### config.mk
export PLATFORM = sky130hd
export DESIGN_NAME = set_assoc_cache_tag_controller_unit
export DESIGN_NICKNAME = d
export VERILOG_FILES = /design/src/design/sactc_pkg.sv /design/src/design/set_assoc_cache_tag_controller_unit.sv /design/src/design/sactc_cfg_regs.sv /design/src/design/sactc_ctrl.sv /design/src/design/sactc_datapath.sv
export SDC_FILE = /design/constraint.sdc
export NUM_CORES = 1
export LEC_CHECK = 0
export BUFFER_PORTS_ARGS = -buffer_cell sky130_fd_sc_hd__buf_2
export CORE_ASPECT_RATIO = 0.8
export CORE_UTILIZATION = 40
export DETAILED_ROUTE_END_ITERATION = 10
export PLACE_DENSITY = 0.67
export SKIP_CTS_REPAIR_TIMING = 1
export SLEW_MARGIN = 20
export SYNTH_ARGS = -nofsm -noshare
export SYNTH_HDL_FRONTEND = slang
export SYNTH_SLANG_ARGS = --single-unit
### constraint.sdc
create_clock -name clk -period 10.8 [get_ports clk]
set_clock_uncertainty 0.05 [all_clocks]
set_input_delay 0.54 -clock clk [delete_from_list [all_inputs] [get_ports clk]]
set_output_delay 0.54 -clock clk [all_outputs]
set_load 0.01 [all_outputs]
### src/design/sactc_pkg.sv
// Shared types, register codes and constants for the set-associative cache tag controller.
package sactc_pkg;

    // Fixed field widths.
    localparam int ADDR_BITS     = 32;
    localparam int LAT_BITS      = 8;
    localparam int CNT_BITS      = 32;
    localparam int CFG_ADDR_BITS = 4;
    localparam int CFG_DATA_BITS = 32;

    // Access kinds carried by the operation field.
    localparam logic OP_LOAD  = 1'b0;
    localparam logic OP_STORE = 1'b1;

    // Configuration register indexes, taken from paddr above the byte offset.
    typedef enum logic [1:0] {
        REG_ENABLE     = 2'd0,
        REG_LOOKUP_LAT = 2'd1,
        REG_READ_LAT   = 2'd2,
        REG_WRITE_LAT  = 2'd3
    } cfg_reg_t;

    // Register values after reset.
    localparam logic                RST_ENABLE     = 1'b1;
    localparam logic [LAT_BITS-1:0] RST_LOOKUP_LAT = 8'd1;
    localparam logic [LAT_BITS-1:0] RST_READ_LAT   = 8'd10;
    localparam logic [LAT_BITS-1:0] RST_WRITE_LAT  = 8'd10;

    // Controller states.
    typedef enum logic [1:0] {
        ST_CLEAR  = 2'd0,
        ST_IDLE   = 2'd1,
        ST_LOOKUP = 2'd2
    } ctrl_state_t;

    // Current configuration as seen by the datapath.
    typedef struct packed {
        logic                enable;
        logic [LAT_BITS-1:0] lookup_lat;
        logic [LAT_BITS-1:0] read_lat;
        logic [LAT_BITS-1:0] write_lat;
    } cfg_t;

    // Commands from the controller to the datapath.
    typedef struct packed {
        logic clear_en;
        logic capture;
        logic commit;
    } dp_cmd_t;

    // Status from the datapath to the controller.
    typedef struct packed {
        logic clear_last;
        logic out_blocked;
    } dp_status_t;

endpackage

### src/design/set_assoc_cache_tag_controller_unit.sv
// Top level of the set-associative write-back cache tag controller.
//
//   channel   direction  handshake               payload
//   config    in/out     psel/penable/pready     paddr, pwdata, prdata
//   request   in         req_valid/req_stall     operation, address
//   response  out        rsp_valid/rsp_stall     hit, writeback, latency, five counters
//
// A request is taken in the idle state, which reads its set row from the tag and
// line-state arrays; the lookup step then compares, updates the row and loads
// the result register. After reset a clearing pass zeroes the line state of one
// set per cycle with req_stall high; configuration writes are taken throughout.
// A stalled response holds the update step, and the next request is taken once the
// held result has been loaded into the result register.
// NUM_SETS and BLOCK_BYTES are powers of two.
module set_assoc_cache_tag_controller_unit #(
    parameter int NUM_SETS    = 8,
    parameter int NUM_WAYS    = 4,
    parameter int BLOCK_BYTES = 32
) (
    input  logic                                  clk,
    input  logic                                  rst_n,
    input  logic                                  psel,
    input  logic                                  penable,
    input  logic                                  pwrite,
    input  logic [sactc_pkg::CFG_ADDR_BITS-1:0]   paddr,
    input  logic [sactc_pkg::CFG_DATA_BITS-1:0]   pwdata,
    output logic [sactc_pkg::CFG_DATA_BITS-1:0]   prdata,
    output logic                                  pready,
    input  logic                                  req_valid,
    output logic                                  req_stall,
    input  logic                                  operation,
    input  logic [sactc_pkg::ADDR_BITS-1:0]       address,
    output logic                                  rsp_valid,
    input  logic                                  rsp_stall,
    output logic                                  hit,
    output logic                                  writeback,
    output logic [sactc_pkg::LAT_BITS-1:0]        latency,
    output logic [sactc_pkg::CNT_BITS-1:0]        load_count,
    output logic [sactc_pkg::CNT_BITS-1:0]        store_count,
    output logic [sactc_pkg::CNT_BITS-1:0]        load_miss_count,
    output logic [sactc_pkg::CNT_BITS-1:0]        store_miss_count,
    output logic [sactc_pkg::CNT_BITS-1:0]        writeback_count
);
    import sactc_pkg::*;

    cfg_t       cfg;
    dp_cmd_t    cmd;
    dp_status_t status;

    // Configuration registers.
    sactc_cfg_regs u_cfg (
        .clk     (clk),
        .rst_n   (rst_n),
        .psel    (psel),
        .penable (penable),
        .pwrite  (pwrite),
        .paddr   (paddr),
        .pwdata  (pwdata),
        .prdata  (prdata),
        .pready  (pready),
        .cfg     (cfg)
    );

    // Controller.
    sactc_ctrl u_ctrl (
        .clk       (clk),
        .rst_n     (rst_n),
        .req_valid (req_valid),
        .req_stall (req_stall),
        .status    (status),
        .cmd       (cmd)
    );

    // Datapath.
    sactc_datapath #(
        .NUM_SETS    (NUM_SETS),
        .NUM_WAYS    (NUM_WAYS),
        .BLOCK_BYTES (BLOCK_BYTES)
    ) u_dp (
        .clk              (clk),
        .rst_n            (rst_n),
        .cmd              (cmd),
        .status           (status),
        .cfg              (cfg),
        .operation        (operation),
        .address          (address),
        .rsp_valid        (rsp_valid),
        .rsp_stall        (rsp_stall),
        .hit              (hit),
        .writeback        (writeback),
        .latency          (latency),
        .load_count       (load_count),
        .store_count      (store_count),
        .load_miss_count  (load_miss_count),
        .store_miss_count (store_miss_count),
        .writeback_count  (writeback_count)
    );

endmodule

### src/design/sactc_cfg_regs.sv
// APB-style configuration registers of the cache tag controller.
module sactc_cfg_regs (
    input  logic                                  clk,
    input  logic                                  rst_n,
    input  logic                                  psel,
    input  logic                                  penable,
    input  logic                                  pwrite,
    input  logic [sactc_pkg::CFG_ADDR_BITS-1:0]   paddr,
    input  logic [sactc_pkg::CFG_DATA_BITS-1:0]   pwdata,
    output logic [sactc_pkg::CFG_DATA_BITS-1:0]   prdata,
    output logic                                  pready,
    output sactc_pkg::cfg_t                       cfg
);
    import sactc_pkg::*;

    logic                enable_reg;
    logic [LAT_BITS-1:0] lookup_lat_reg;
    logic [LAT_BITS-1:0] read_lat_reg;
    logic [LAT_BITS-1:0] write_lat_reg;
    logic                wr_en;
    cfg_reg_t            reg_sel;

    assign pready  = 1'b1;
    assign wr_en   = psel && penable && pwrite;
    assign reg_sel = cfg_reg_t'(paddr[CFG_ADDR_BITS-1:2]);

    // Register writes in the access phase of a write transfer.
    always_ff @(posedge clk or negedge rst_n)
    begin
        if (!rst_n)
        begin
            enable_reg     <= RST_ENABLE;
            lookup_lat_reg <= RST_LOOKUP_LAT;
            read_lat_reg   <= RST_READ_LAT;
            write_lat_reg  <= RST_WRITE_LAT;
        end
        else if (wr_en)
        begin
            unique case (reg_sel)
                REG_ENABLE:     enable_reg     <= pwdata[0];
                REG_LOOKUP_LAT: lookup_lat_reg <= pwdata[LAT_BITS-1:0];
                REG_READ_LAT:   read_lat_reg   <= pwdata[LAT_BITS-1:0];
                REG_WRITE_LAT:  write_lat_reg  <= pwdata[LAT_BITS-1:0];
                default:        ;
            endcase
        end
    end

    // Read data, zero-extended to the bus width.
    always_comb
    begin
        unique case (reg_sel)
            REG_ENABLE:     prdata = CFG_DATA_BITS'(enable_reg);
            REG_LOOKUP_LAT: prdata = CFG_DATA_BITS'(lookup_lat_reg);
            REG_READ_LAT:   prdata = CFG_DATA_BITS'(read_lat_reg);
            REG_WRITE_LAT:  prdata = CFG_DATA_BITS'(write_lat_reg);
            default:        prdata = '0;
        endcase
    end

    assign cfg.enable     = enable_reg;
    assign cfg.lookup_lat = lookup_lat_reg;
    assign cfg.read_lat   = read_lat_reg;
    assign cfg.write_lat  = write_lat_reg;

endmodule

### src/design/sactc_ctrl.sv
// Controller state machine: clearing pass, request acceptance and result commit.
module sactc_ctrl (
    input  logic                  clk,
    input  logic                  rst_n,
    input  logic                  req_valid,
    output logic                  req_stall,
    input  sactc_pkg::dp_status_t status,
    output sactc_pkg::dp_cmd_t    cmd
);
    import sactc_pkg::*;

    ctrl_state_t state_reg;
    ctrl_state_t state_next;

    // State register; reset starts the clearing pass.
    always_ff @(posedge clk or negedge rst_n)
    begin
        if (!rst_n)
        begin
            state_reg <= ST_CLEAR;
        end
        else
        begin
            state_reg <= state_next;
        end
    end

    // Next state and datapath commands.
    always_comb
    begin
        state_next = state_reg;
        cmd        = '0;
        req_stall  = 1'b1;
        unique case (state_reg)
            ST_CLEAR:
            begin
                cmd.clear_en = 1'b1;
                if (status.clear_last)
                begin
                    state_next = ST_IDLE;
                end
            end
            ST_IDLE:
            begin
                req_stall = 1'b0;
                if (req_valid)
                begin
                    cmd.capture = 1'b1;
                    state_next  = ST_LOOKUP;
                end
            end
            ST_LOOKUP:
            begin
                if (!status.out_blocked)
                begin
                    cmd.commit = 1'b1;
                    state_next = ST_IDLE;
                end
            end
            default:
            begin
                state_next = ST_CLEAR;
            end
        endcase
    end

    // An accepted transfer always moves on to the lookup step and blocks the next one.
    a_accept_to_lookup: assert property (@(posedge clk) disable iff (!rst_n)
        (req_valid && !req_stall) |=> (state_reg == ST_LOOKUP) && req_stall)
        else $error("accepted transfer did not enter lookup");

    // A full result register holds the lookup step until the result is taken.
    a_hold_on_block: assert property (@(posedge clk) disable iff (!rst_n)
        (state_reg == ST_LOOKUP && status.out_blocked) |=> (state_reg == ST_LOOKUP))
        else $error("lookup left while result register was blocked");

    // No request is taken while the clearing pass runs.
    a_clear_stalls: assert property (@(posedge clk) disable iff (!rst_n)
        cmd.clear_en |-> (req_stall && !cmd.capture && !cmd.commit))
        else $error("request accepted during clearing pass");

endmodule

### src/design/sactc_datapath.sv
// Datapath: tag and line-state arrays, hit and victim logic, counters and result register.
module sactc_datapath #(
    parameter int NUM_SETS    = 8,
    parameter int NUM_WAYS    = 4,
    parameter int BLOCK_BYTES = 32
) (
    input  logic                              clk,
    input  logic                              rst_n,
    input  sactc_pkg::dp_cmd_t                cmd,
    output sactc_pkg::dp_status_t             status,
    input  sactc_pkg::cfg_t                   cfg,
    input  logic                              operation,
    input  logic [sactc_pkg::ADDR_BITS-1:0]   address,
    output logic                              rsp_valid,
    input  logic                              rsp_stall,
    output logic                              hit,
    output logic                              writeback,
    output logic [sactc_pkg::LAT_BITS-1:0]    latency,
    output logic [sactc_pkg::CNT_BITS-1:0]    load_count,
    output logic [sactc_pkg::CNT_BITS-1:0]    store_count,
    output logic [sactc_pkg::CNT_BITS-1:0]    load_miss_count,
    output logic [sactc_pkg::CNT_BITS-1:0]    store_miss_count,
    output logic [sactc_pkg::CNT_BITS-1:0]    writeback_count
);
    import sactc_pkg::*;

    localparam int OFFSET_BITS  = $clog2(BLOCK_BYTES);
    localparam int SET_BITS     = $clog2(NUM_SETS);
    localparam int TAG_BITS     = ADDR_BITS - OFFSET_BITS - SET_BITS;
    localparam int WAY_BITS     = (NUM_WAYS > 1) ? $clog2(NUM_WAYS) : 1;
    localparam int META_BITS    = WAY_BITS + 2 * NUM_WAYS;
    localparam int ROW_TAG_BITS = NUM_WAYS * TAG_BITS;
    localparam logic [WAY_BITS-1:0] LAST_WAY = WAY_BITS'(NUM_WAYS - 1);
    localparam logic [SET_BITS-1:0] LAST_SET = SET_BITS'(NUM_SETS - 1);

    // One row per set: all way tags, and pointer plus valid and dirty bits.
    logic [ROW_TAG_BITS-1:0] tag_mem  [NUM_SETS];
    logic [META_BITS-1:0]    meta_mem [NUM_SETS];

    logic [SET_BITS-1:0]     in_set;
    logic [TAG_BITS-1:0]     in_tag;
    logic                    store_reg;
    logic [TAG_BITS-1:0]     tag_reg;
    logic [SET_BITS-1:0]     set_reg;
    logic [ROW_TAG_BITS-1:0] tag_row_reg;
    logic [META_BITS-1:0]    meta_row_reg;
    logic [SET_BITS-1:0]     clr_cnt_reg;

    logic [WAY_BITS-1:0]     ptr;
    logic [NUM_WAYS-1:0]     valid_row;
    logic [NUM_WAYS-1:0]     dirty_row;
    logic [NUM_WAYS-1:0]     match;
    logic [NUM_WAYS-1:0]     first_hit;
    logic [NUM_WAYS-1:0]     vict_oh;
    logic                    is_hit;
    logic                    is_wb;
    logic [WAY_BITS-1:0]     ptr_next;
    logic [NUM_WAYS-1:0]     valid_next;
    logic [NUM_WAYS-1:0]     dirty_next;
    logic [ROW_TAG_BITS-1:0] tag_row_next;
    logic [META_BITS-1:0]    meta_next;
    logic [LAT_BITS-1:0]     lat_next;
    logic                    active;

    logic                    rsp_valid_reg;
    logic                    hit_reg;
    logic                    writeback_reg;
    logic [LAT_BITS-1:0]     latency_reg;
    logic [CNT_BITS-1:0]     loads_reg;
    logic [CNT_BITS-1:0]     stores_reg;
    logic [CNT_BITS-1:0]     ld_miss_cnt_reg;
    logic [CNT_BITS-1:0]     st_miss_cnt_reg;
    logic [CNT_BITS-1:0]     writebacks_reg;

    assign in_set = address[OFFSET_BITS +: SET_BITS];
    assign in_tag = address[ADDR_BITS-1 -: TAG_BITS];
    assign active = cmd.commit && cfg.enable;

    // Capture the request and read its set row on the accepting edge.
    always_ff @(posedge clk)
    begin
        if (cmd.capture)
        begin
            store_reg    <= (operation == OP_STORE);
            tag_reg      <= in_tag;
            set_reg      <= in_set;
            tag_row_reg  <= tag_mem[in_set];
            meta_row_reg <= meta_mem[in_set];
        end
    end

    // Array writes: clearing pass over the line state, then updates on commit while the cache is enabled.
    always_ff @(posedge clk)
    begin
        if (cmd.clear_en)
        begin
            meta_mem[clr_cnt_reg] <= '0;
        end
        else if (active)
        begin
            meta_mem[set_reg] <= meta_next;
            tag_mem[set_reg]  <= tag_row_next;
        end
    end

    // Clearing pass counter, one set per cycle.
    always_ff @(posedge clk or negedge rst_n)
    begin
        if (!rst_n)
        begin
            clr_cnt_reg <= '0;
        end
        else if (cmd.clear_en)
        begin
            clr_cnt_reg <= clr_cnt_reg + SET_BITS'(1);
        end
    end

    // Tag compare, hit way, victim selection and the updated row.
    always_comb
    begin
        ptr       = meta_row_reg[META_BITS-1 -: WAY_BITS];
        valid_row = meta_row_reg[2*NUM_WAYS-1:NUM_WAYS];
        dirty_row = meta_row_reg[NUM_WAYS-1:0];
        for (int w = 0; w < NUM_WAYS; w++)
        begin
            match[w] = valid_row[w] && (tag_row_reg[w*TAG_BITS +: TAG_BITS] == tag_reg);
        end
        // The lowest matching way wins.
        first_hit = match & (~match + NUM_WAYS'(1));
        is_hit    = |match;
        vict_oh   = NUM_WAYS'(1) << ptr;
        is_wb     = !is_hit && |(dirty_row & vict_oh);

        tag_row_next = tag_row_reg;
        if (is_hit)
        begin
            ptr_next   = ptr;
            valid_next = valid_row;
            dirty_next = store_reg ? (dirty_row | first_hit) : dirty_row;
        end
        else
        begin
            ptr_next   = (ptr == LAST_WAY) ? '0 : ptr + WAY_BITS'(1);
            valid_next = valid_row | vict_oh;
            dirty_next = store_reg ? (dirty_row | vict_oh) : (dirty_row & ~vict_oh);
            for (int w = 0; w < NUM_WAYS; w++)
            begin
                if (vict_oh[w])
                begin
                    tag_row_next[w*TAG_BITS +: TAG_BITS] = tag_reg;
                end
            end
        end
        meta_next = {ptr_next, valid_next, dirty_next};

        // Reported latency.
        if (!cfg.enable)
        begin
            lat_next = store_reg ? cfg.write_lat : cfg.read_lat;
        end
        else
        begin
            lat_next = is_hit ? cfg.lookup_lat : cfg.write_lat;
        end
    end

    // Access counters, changed only while the cache is modeled.
    always_ff @(posedge clk or negedge rst_n)
    begin
        if (!rst_n)
        begin
            loads_reg       <= '0;
            stores_reg      <= '0;
            ld_miss_cnt_reg <= '0;
            st_miss_cnt_reg <= '0;
            writebacks_reg  <= '0;
        end
        else if (active)
        begin
            if (store_reg)
            begin
                stores_reg <= stores_reg + CNT_BITS'(1);
                if (!is_hit)
                begin
                    st_miss_cnt_reg <= st_miss_cnt_reg + CNT_BITS'(1);
                end
            end
            else
            begin
                loads_reg <= loads_reg + CNT_BITS'(1);
                if (!is_hit)
                begin
                    ld_miss_cnt_reg <= ld_miss_cnt_reg + CNT_BITS'(1);
                end
            end
            if (is_wb)
            begin
                writebacks_reg <= writebacks_reg + CNT_BITS'(1);
            end
        end
    end

    // Result register valid flag.
    always_ff @(posedge clk or negedge rst_n)
    begin
        if (!rst_n)
        begin
            rsp_valid_reg <= 1'b0;
        end
        else if (cmd.commit)
        begin
            rsp_valid_reg <= 1'b1;
        end
        else if (!rsp_stall)
        begin
            rsp_valid_reg <= 1'b0;
        end
    end

    // Result payload.
    always_ff @(posedge clk)
    begin
        if (cmd.commit)
        begin
            hit_reg       <= cfg.enable && is_hit;
            writeback_reg <= cfg.enable && is_wb;
            latency_reg   <= lat_next;
        end
    end

    assign status.clear_last  = (clr_cnt_reg == LAST_SET);
    assign status.out_blocked = rsp_valid_reg && rsp_stall;

    assign rsp_valid        = rsp_valid_reg;
    assign hit              = hit_reg;
    assign writeback        = writeback_reg;
    assign latency          = latency_reg;
    assign load_count       = loads_reg;
    assign store_count      = stores_reg;
    assign load_miss_count  = ld_miss_cnt_reg;
    assign store_miss_count = st_miss_cnt_reg;
    assign writeback_count  = writebacks_reg;

    // A result is never written over one that is still waiting.
    a_no_overwrite: assert property (@(posedge clk) disable iff (!rst_n)
        cmd.commit |-> !(rsp_valid_reg && rsp_stall))
        else $error("result register overwritten while stalled");

    // A hit never evicts a line.
    a_hit_no_wb: assert property (@(posedge clk) disable iff (!rst_n)
        rsp_valid_reg |-> !(hit_reg && writeback_reg))
        else $error("hit reported together with writeback");

    // With the cache bypassed the counters hold.
    a_bypass_counters: assert property (@(posedge clk) disable iff (!rst_n)
        (cmd.commit && !cfg.enable) |=> ($stable(loads_reg) && $stable(stores_reg)
            && $stable(writebacks_reg)))
        else $error("counter changed while the cache was bypassed");

endmodule
==> flow_summary.ini, run 1 <==
[status]
status = complete, no violations

[die]
number_of_top_level_pins = 281
die_width_um = 390
effective_utilization_at_floorplan_pct = 40.5
die_area_mm2 = 0.122
placement_rows = 113
core_mm2 = 0.119
die_span_y_um = 313

[grt]
groute.usage.overall_pct = 17.7
grt_pass1_vias = 24300
grt_pass1_wl_um = 161000
initial_antenna_violation_count = 3
grt_remaining_overflow = 0
grt_max_degree = 128

[placement]
place_congestion = 0.820
detailed_place.area_mm2 = 0.0511
io_buffer_count = 224
dp_cells = 4327
hpwlAfterDp_um = 62000

[synthesis]
syn-cell-area_mm2 = 0.0483
synth.largest_area_cell = sky130_fd_sc_hd__edfxtp_1
ys_seq_area_share_pct = 71.6
synth_seq_cells = 1183
synth_area_per_cell_um2 = 18.6
synth.top_cells.by_area = sky130_fd_sc_hd__edfxtp_1 (62%), sky130_fd_sc_hd__mux4_2 (9.9%), sky130_fd_sc_hd__dfrtp_1 (9.6%), sky130_fd_sc_hd__mux2_2 (4.5%), sky130_fd_sc_hd__xor2_1 (2.5%)
synth_top_area_share_pct = 61.7
synth-edff-count = 992
synth_cells = 2591
ys.flop_type = sky130_fd_sc_hd__edfxtp_1
synth-async-reset-ratio_pct = 16.1
yosys_cell_types = 55
yosys_warnings = 0

[setup_path]
worst-endpoint-required_ps = 11070
critical_path_peak_fanout = 54
startpoint_to_endpoint_class_of_the_critical_path = reg2reg
worst-endpoint-arrival_ps = 5540
startpoint_type = register
crit_path_end_kind = register

[final_layout]
final_area_mm2 = 0.0550
max_reg_flops = 768
n_antenna_cell = 0
fin_nets = 2940
area_delta_synth_final_pct = 13.9
drive_above_1_share_pct = 29.7
post_layout_nonfiller_instances = 4551

[pwr]
power.static_leakage_nw = 19.4
p_per_area_mw_per_mm2 = 197
worst_ir_drop_vdd_mv = 0.130

[timing]
slew_headroom_pct = 23.1
post-route-min-period_ps = 5270
hold_viol = 0
grt_setup_unrepaired = no
timing_worst_slew_pin_value_ps = 1140
max_clock_freq_ghz = 0.190
post-route-period-util_pct = 48.8
setup-violations-final = 0
final.setup.tns_ps = 0
finalMaxSlewViolations = 0

[clocking]
cts_tree = built
clk-insertion-delay-late_ps = 720
cts_buffer_depth = 3
cts_num_sinks = 1183
tritoncts.num_buffers = 112
clkSlewWorstSetupHoldPaths_ps = 70
cts_htree_levels = 3
clk_root_buffer_cell = sky130_fd_sc_hd__clkbuf_16

[detailed_routing]
vias = 24600
drt.antenna.violating_nets = 0
first_pass_iters = 7
postRouteWirelength_um = 108000
routed_via_density = 5.40
routedWlPerCell_um = 23.8
remaining_drc_errors = 0
drt_first_iter_violations = 2267

[hold_path]
holdCritPathClass = in2reg

[run]
cap_viol_max_count = 0
through the flow:
| stage | util, % | hold slack [ps] | setup slack [ps] | power, mW |
|---|---|---|---|---|
| 3_5_place_dp | 42.9 | 406 | 5350 | 6.96 |
| 6_report | 46.2 | 22.5 | 5530 | 10.8 |
| 2_1_floorplan | - | 194 | -930 | 6.49 |
| 3_3_place_gp | 42.9 | 402 | 5320 | 6.93 |
| 4_1_cts | 46.0 | -287 | 5460 | 10.9 |
| 5_1_grt | 46.2 | 6.55 | 5280 | 11.2 |
worst paths after layout:
path / from / to / slack (ps) / depth (start not counted)
hold / removal: rsp_stall / u_dp.rsp_valid / 20 / 3
hold reg to reg: u_dp.store_count[31] / u_dp.store_count[31] / 410 / 1
setup / recovery: u_ctrl.state_reg[1] / u_dp.tag_mem[6][28] / 5530 / 8
setup reg to reg: u_ctrl.state_reg[1] / u_dp.tag_mem[6][28] / 5530 / 8
max in group asynchronous: rst_n / u_dp.load_miss_count[12] / 9040 / 3
min in group asynchronous: rst_n / u_dp.store_count[29] / 310 / 2
cell type report:
type                    instances  area, um2
fillers                      9949      64200
flip-flops and latches       1183      34600
multi-input cells            1261      13000
clock buffers                 136       2960
well taps                    1610       2010
repair buffers                274       1660
clock inverters                66        699
inverters                      21       78.8
logic make-up after synthesis:
family          count (synthesis)  share of synthesized area (%)
mux                           454                           15.5
fa+ha+maj                      11                          0.285
other cells                     2                         0.0156
flops                        1183                           71.6
simple gates                  470                           5.34
buf+inv                       170                           1.77
xor+xnor                      255                           4.73
compound gates                 46                          0.702
synthesized netlist by cell type, types with 31 or more instances:
library cell / instances
sky130_fd_sc_hd__nor3_1: 50
sky130_fd_sc_hd__mux4_2: 213
sky130_fd_sc_hd__xnor2_1: 111
sky130_fd_sc_hd__nand3_1: 78
sky130_fd_sc_hd__nor4_1: 39
sky130_fd_sc_hd__mux2_2: 193
sky130_fd_sc_hd__nand2_1: 70
sky130_fd_sc_hd__nand4_1: 58
sky130_fd_sc_hd__edfxtp_1: 992
sky130_fd_sc_hd__and3_1: 39
sky130_fd_sc_hd__nor2_1: 60
sky130_fd_sc_hd__buf_4: 31
sky130_fd_sc_hd__mux2_1: 45
sky130_fd_sc_hd__xor2_1: 137
sky130_fd_sc_hd__dfrtp_1: 185
sky130_fd_sc_hd__clkbuf_1: 65
where the power goes:
group / internal [mW] / switching, mW
logic: 0.430 / 0.788
clock network: 2.26 / 1.70
registers: 5.45 / 0.212
layer usage:
layer	global-route usage [%]	vias up	share of wire [%]
met2	25.9	942	45
met3	4.89	137	8.8
met5	0	-	0.018
met1	25.9	12700	44
met4	4.66	2	2.1
li1	-	10700	-
cell usage in the layout (no fill, tap or decap), types with 25 or more instances in the layout:
master	netlist	layout
sky130_fd_sc_hd__nand3_1	78	78
sky130_fd_sc_hd__clkbuf_16	0	115
sky130_fd_sc_hd__dfrtp_1	185	185
sky130_fd_sc_hd__edfxtp_1	992	992
sky130_fd_sc_hd__nor2_1	60	50
sky130_fd_sc_hd__nor4_1	39	36
sky130_fd_sc_hd__mux2_1	45	45
sky130_fd_sc_hd__conb_1	2	25
sky130_fd_sc_hd__mux4_2	213	213
sky130_fd_sc_hd__nand2_1	70	70
sky130_fd_sc_hd__xnor2_1	111	111
sky130_fd_sc_hd__nand4_1	58	58
sky130_fd_sc_hd__mux2_2	193	193
sky130_fd_sc_hd__nor3_1	50	48
sky130_fd_sc_hd__buf_2	13	220
sky130_fd_sc_hd__xor2_1	137	137
sky130_fd_sc_hd__and3_1	39	39
worst max-delay path, cell delays in order, from the launching register on:
cell,delay (ps)
sky130_fd_sc_hd__dfrtp_1,470
sky130_fd_sc_hd__nand2b_1,250
sky130_fd_sc_hd__nor2_1,810
sky130_fd_sc_hd__nand2_1,690
sky130_fd_sc_hd__nor2_1,330
sky130_fd_sc_hd__nand2_1,180
sky130_fd_sc_hd__nor2_4,550
sky130_fd_sc_hd__buf_4,550
sky130_fd_sc_hd__buf_4,870
Note: power is estimated with default switching activity, not from simulation.
==> run 2: changes to the inputs <==
--- a/config.mk
+++ b/config.mk
@@ -9,7 +9,7 @@
 export CORE_ASPECT_RATIO = 0.8
 export CORE_UTILIZATION = 40
 export DETAILED_ROUTE_END_ITERATION = 10
-export PLACE_DENSITY = 0.67
+export PLACE_DENSITY = 0.65
 export SKIP_CTS_REPAIR_TIMING = 1
 export SLEW_MARGIN = 20
 export SYNTH_ARGS = -nofsm -noshare
==> constraint.sdc (replaced) <==
create_clock -name clk -period 4.95 [get_ports clk]
set_clock_uncertainty 0.05 [all_clocks]
set_input_delay 0.2475 -clock clk [delete_from_list [all_inputs] [get_ports clk]]
set_output_delay 0.2475 -clock clk [all_outputs]
set_load 0.01 [all_outputs]
==> flow_summary.ini, run 2 (synthesized netlist as in run 1, its figures left out) <==
[pwr]
p_per_area_mw_per_mm2 = 425
clockPowerShare_pct = 36.0
switchingPower_mw = 5.96
seq_power_share_pct = 52.1
internal_power_mw = 17.7
totalPowerFinal_mw = 23.7
worst_ir_drop_vdd_mv = 0.290
power.static_leakage_nw = 19.8
power.share.switching_pct = 25.2
power.combinational.fraction_pct = 11.9

[timing]
post-route-min-period_ps = 4140
final.setup.tns_ps = 0
max_clock_freq_ghz = 0.242
grt_setup_unrepaired = no
setup-violations-final = 0
timing.final.ws_setup_ps = 811
post-route-period-util_pct = 83.6
finalMaxSlewViolations = 0
fin_worst_hold_slack_ps = -6.95
hold_viol = 1
slew_headroom_pct = 31.3
timing_worst_slew_pin_value_ps = 1030

[die]
die_width_um = 390
core_mm2 = 0.119
number_of_top_level_pins = 281
die_area_mm2 = 0.122
effective_utilization_at_floorplan_pct = 40.5
placement_rows = 113
die_span_y_um = 313

[final_layout]
utilization_pct = 46.8
final_cell_mix = sky130_fd_sc_hd__edfxtp_1 (992), sky130_fd_sc_hd__buf_2 (220), sky130_fd_sc_hd__mux4_2 (213), sky130_fd_sc_hd__mux2_2 (193), sky130_fd_sc_hd__dfrtp_1 (185)
layout.cells.most_common = sky130_fd_sc_hd__edfxtp_1
n_antenna_cell = 0
drive_above_1_share_pct = 30.4
max_reg_flops = 768
post_layout_nonfiller_instances = 4619
area_delta_synth_final_pct = 15.5
filler_cell_count = 9898
fin_nets = 3002
final_area_mm2 = 0.0558

[setup_path]
crit-reg2reg-capture = u_dp.tag_mem[6][23]
worst-endpoint-arrival_ps = 4520
startpoint_to_endpoint_class_of_the_critical_path = reg2reg
timing.reg2reg.worst_path_depth = 8
rrSetupSlack_ps = 810
critical_path_peak_fanout = 24
crit-reg2reg-launch = u_dp.tag_reg[12]
crit_path_start = u_dp.tag_reg[12]
crit_path_end = u_dp.tag_mem[6][23]
crit_path_end_kind = register
worst-endpoint-required_ps = 5330
startpoint_type = register

[grt]
grt_pass1_wl_um = 168000
grt_pass1_vias = 25700
grt_max_degree = 105
grt_remaining_overflow = 0
groute.usage.overall_pct = 18.4
initial_antenna_violation_count = 2

[clocking]
clk_root_buffer_cell = sky130_fd_sc_hd__clkbuf_16
clkSlewWorstSetupHoldPaths_ps = 60
cts_num_sinks = 1183
cts_tree = built
cts_htree_levels = 3
tritoncts.num_buffers = 114
clk-insertion-delay-late_ps = 740
cts_buffer_depth = 3

[placement]
dp_cells = 4371
io_buffer_count = 224
hpwlAfterDp_um = 68700
detailed_place.area_mm2 = 0.0517
place_congestion = 0.855
preCtsSetupSlack_ps = 848

[status]
failed_checks = hold timing
status = finished with violations

[detailed_routing]
vias = 25400
routedWlPerCell_um = 24.6
postRouteWirelength_um = 114000
remaining_drc_errors = 0
routed_via_density = 5.50
drt_first_iter_violations = 2450
drt.antenna.violating_nets = 0
first_pass_iters = 8

[hold_path]
holdCritPathClass = in2reg

[run]
cap_viol_max_count = 0
## run 2: cell types whose count changed in the layout (fill, tap and decap cells not counted), sizes merged
cell,delta
buf,+44
clkinv,+20
dlygate4sd3,+16
clkinvlp,-10
bufinv,-4
clkbuf,+4
inv,-2
## run 2: power by group through the flow
stage          clock, mW  combinational (mW)  sequential (mW)
2_1_floorplan          0                1.75             12.4
3_3_place_gp           0                2.68             12.5
3_5_place_dp           0                2.80             12.5
4_1_cts             8.71                2.81             12.3
5_1_grt             9.08                3.03             12.4
6_report            8.52                2.82             12.3
## run 2: worst min path at each step
stage | start | to | cells past startpoint
floorplan | rst_n | u_cfg.lookup_lat_reg[1] | 0
global placement | rst_n | u_dp.store_miss_count[22] | 1
detailed placement | rst_n | u_dp.store_miss_count[24] | 1
CTS | rst_n | u_dp.load_count[15] | 1
global route | paddr[3] | u_cfg.enable_reg | 4
finish | paddr[3] | u_cfg.enable_reg | 4
## run 2: routing by layer
layer | vias to the layer above | share of wire, % | GRT usage [%]
li1 | 10900 | - | -
met2 | 973 | 47 | 28.8
met4 | 0 | 2.2 | 5.03
met1 | 13400 | 44 | 26.7
met3 | 166 | 7.1 | 3.24
met5 | - | 0 | 0
## run 2: layout make-up
| type | count | area, um2 | share of cell area [%] |
|---|---|---|---|
| Sequential cell | 1183 | 34600 | 62.0 |
| Clock buffer | 140 | 3000 | 5.39 |
| Multi-Input combinational cell | 1261 | 13100 | 23.4 |
| Inverter | 21 | 78.8 | 0.141 |
| Tap cell | 1610 | 2010 | 3.61 |
| Clock inverter | 70 | 662 | 1.19 |
| Timing Repair Buffer | 334 | 2360 | 4.24 |
## run 2: critical path: stages, from the launching register on
cell	delay [ps]
sky130_fd_sc_hd__edfxtp_1	550
sky130_fd_sc_hd__xnor2_1	470
sky130_fd_sc_hd__nand4_1	210
sky130_fd_sc_hd__or4_1	510
sky130_fd_sc_hd__or4_1	600
sky130_fd_sc_hd__and4_4	380
sky130_fd_sc_hd__nand2_4	380
sky130_fd_sc_hd__buf_12	210
sky130_fd_sc_hd__mux2_1	450
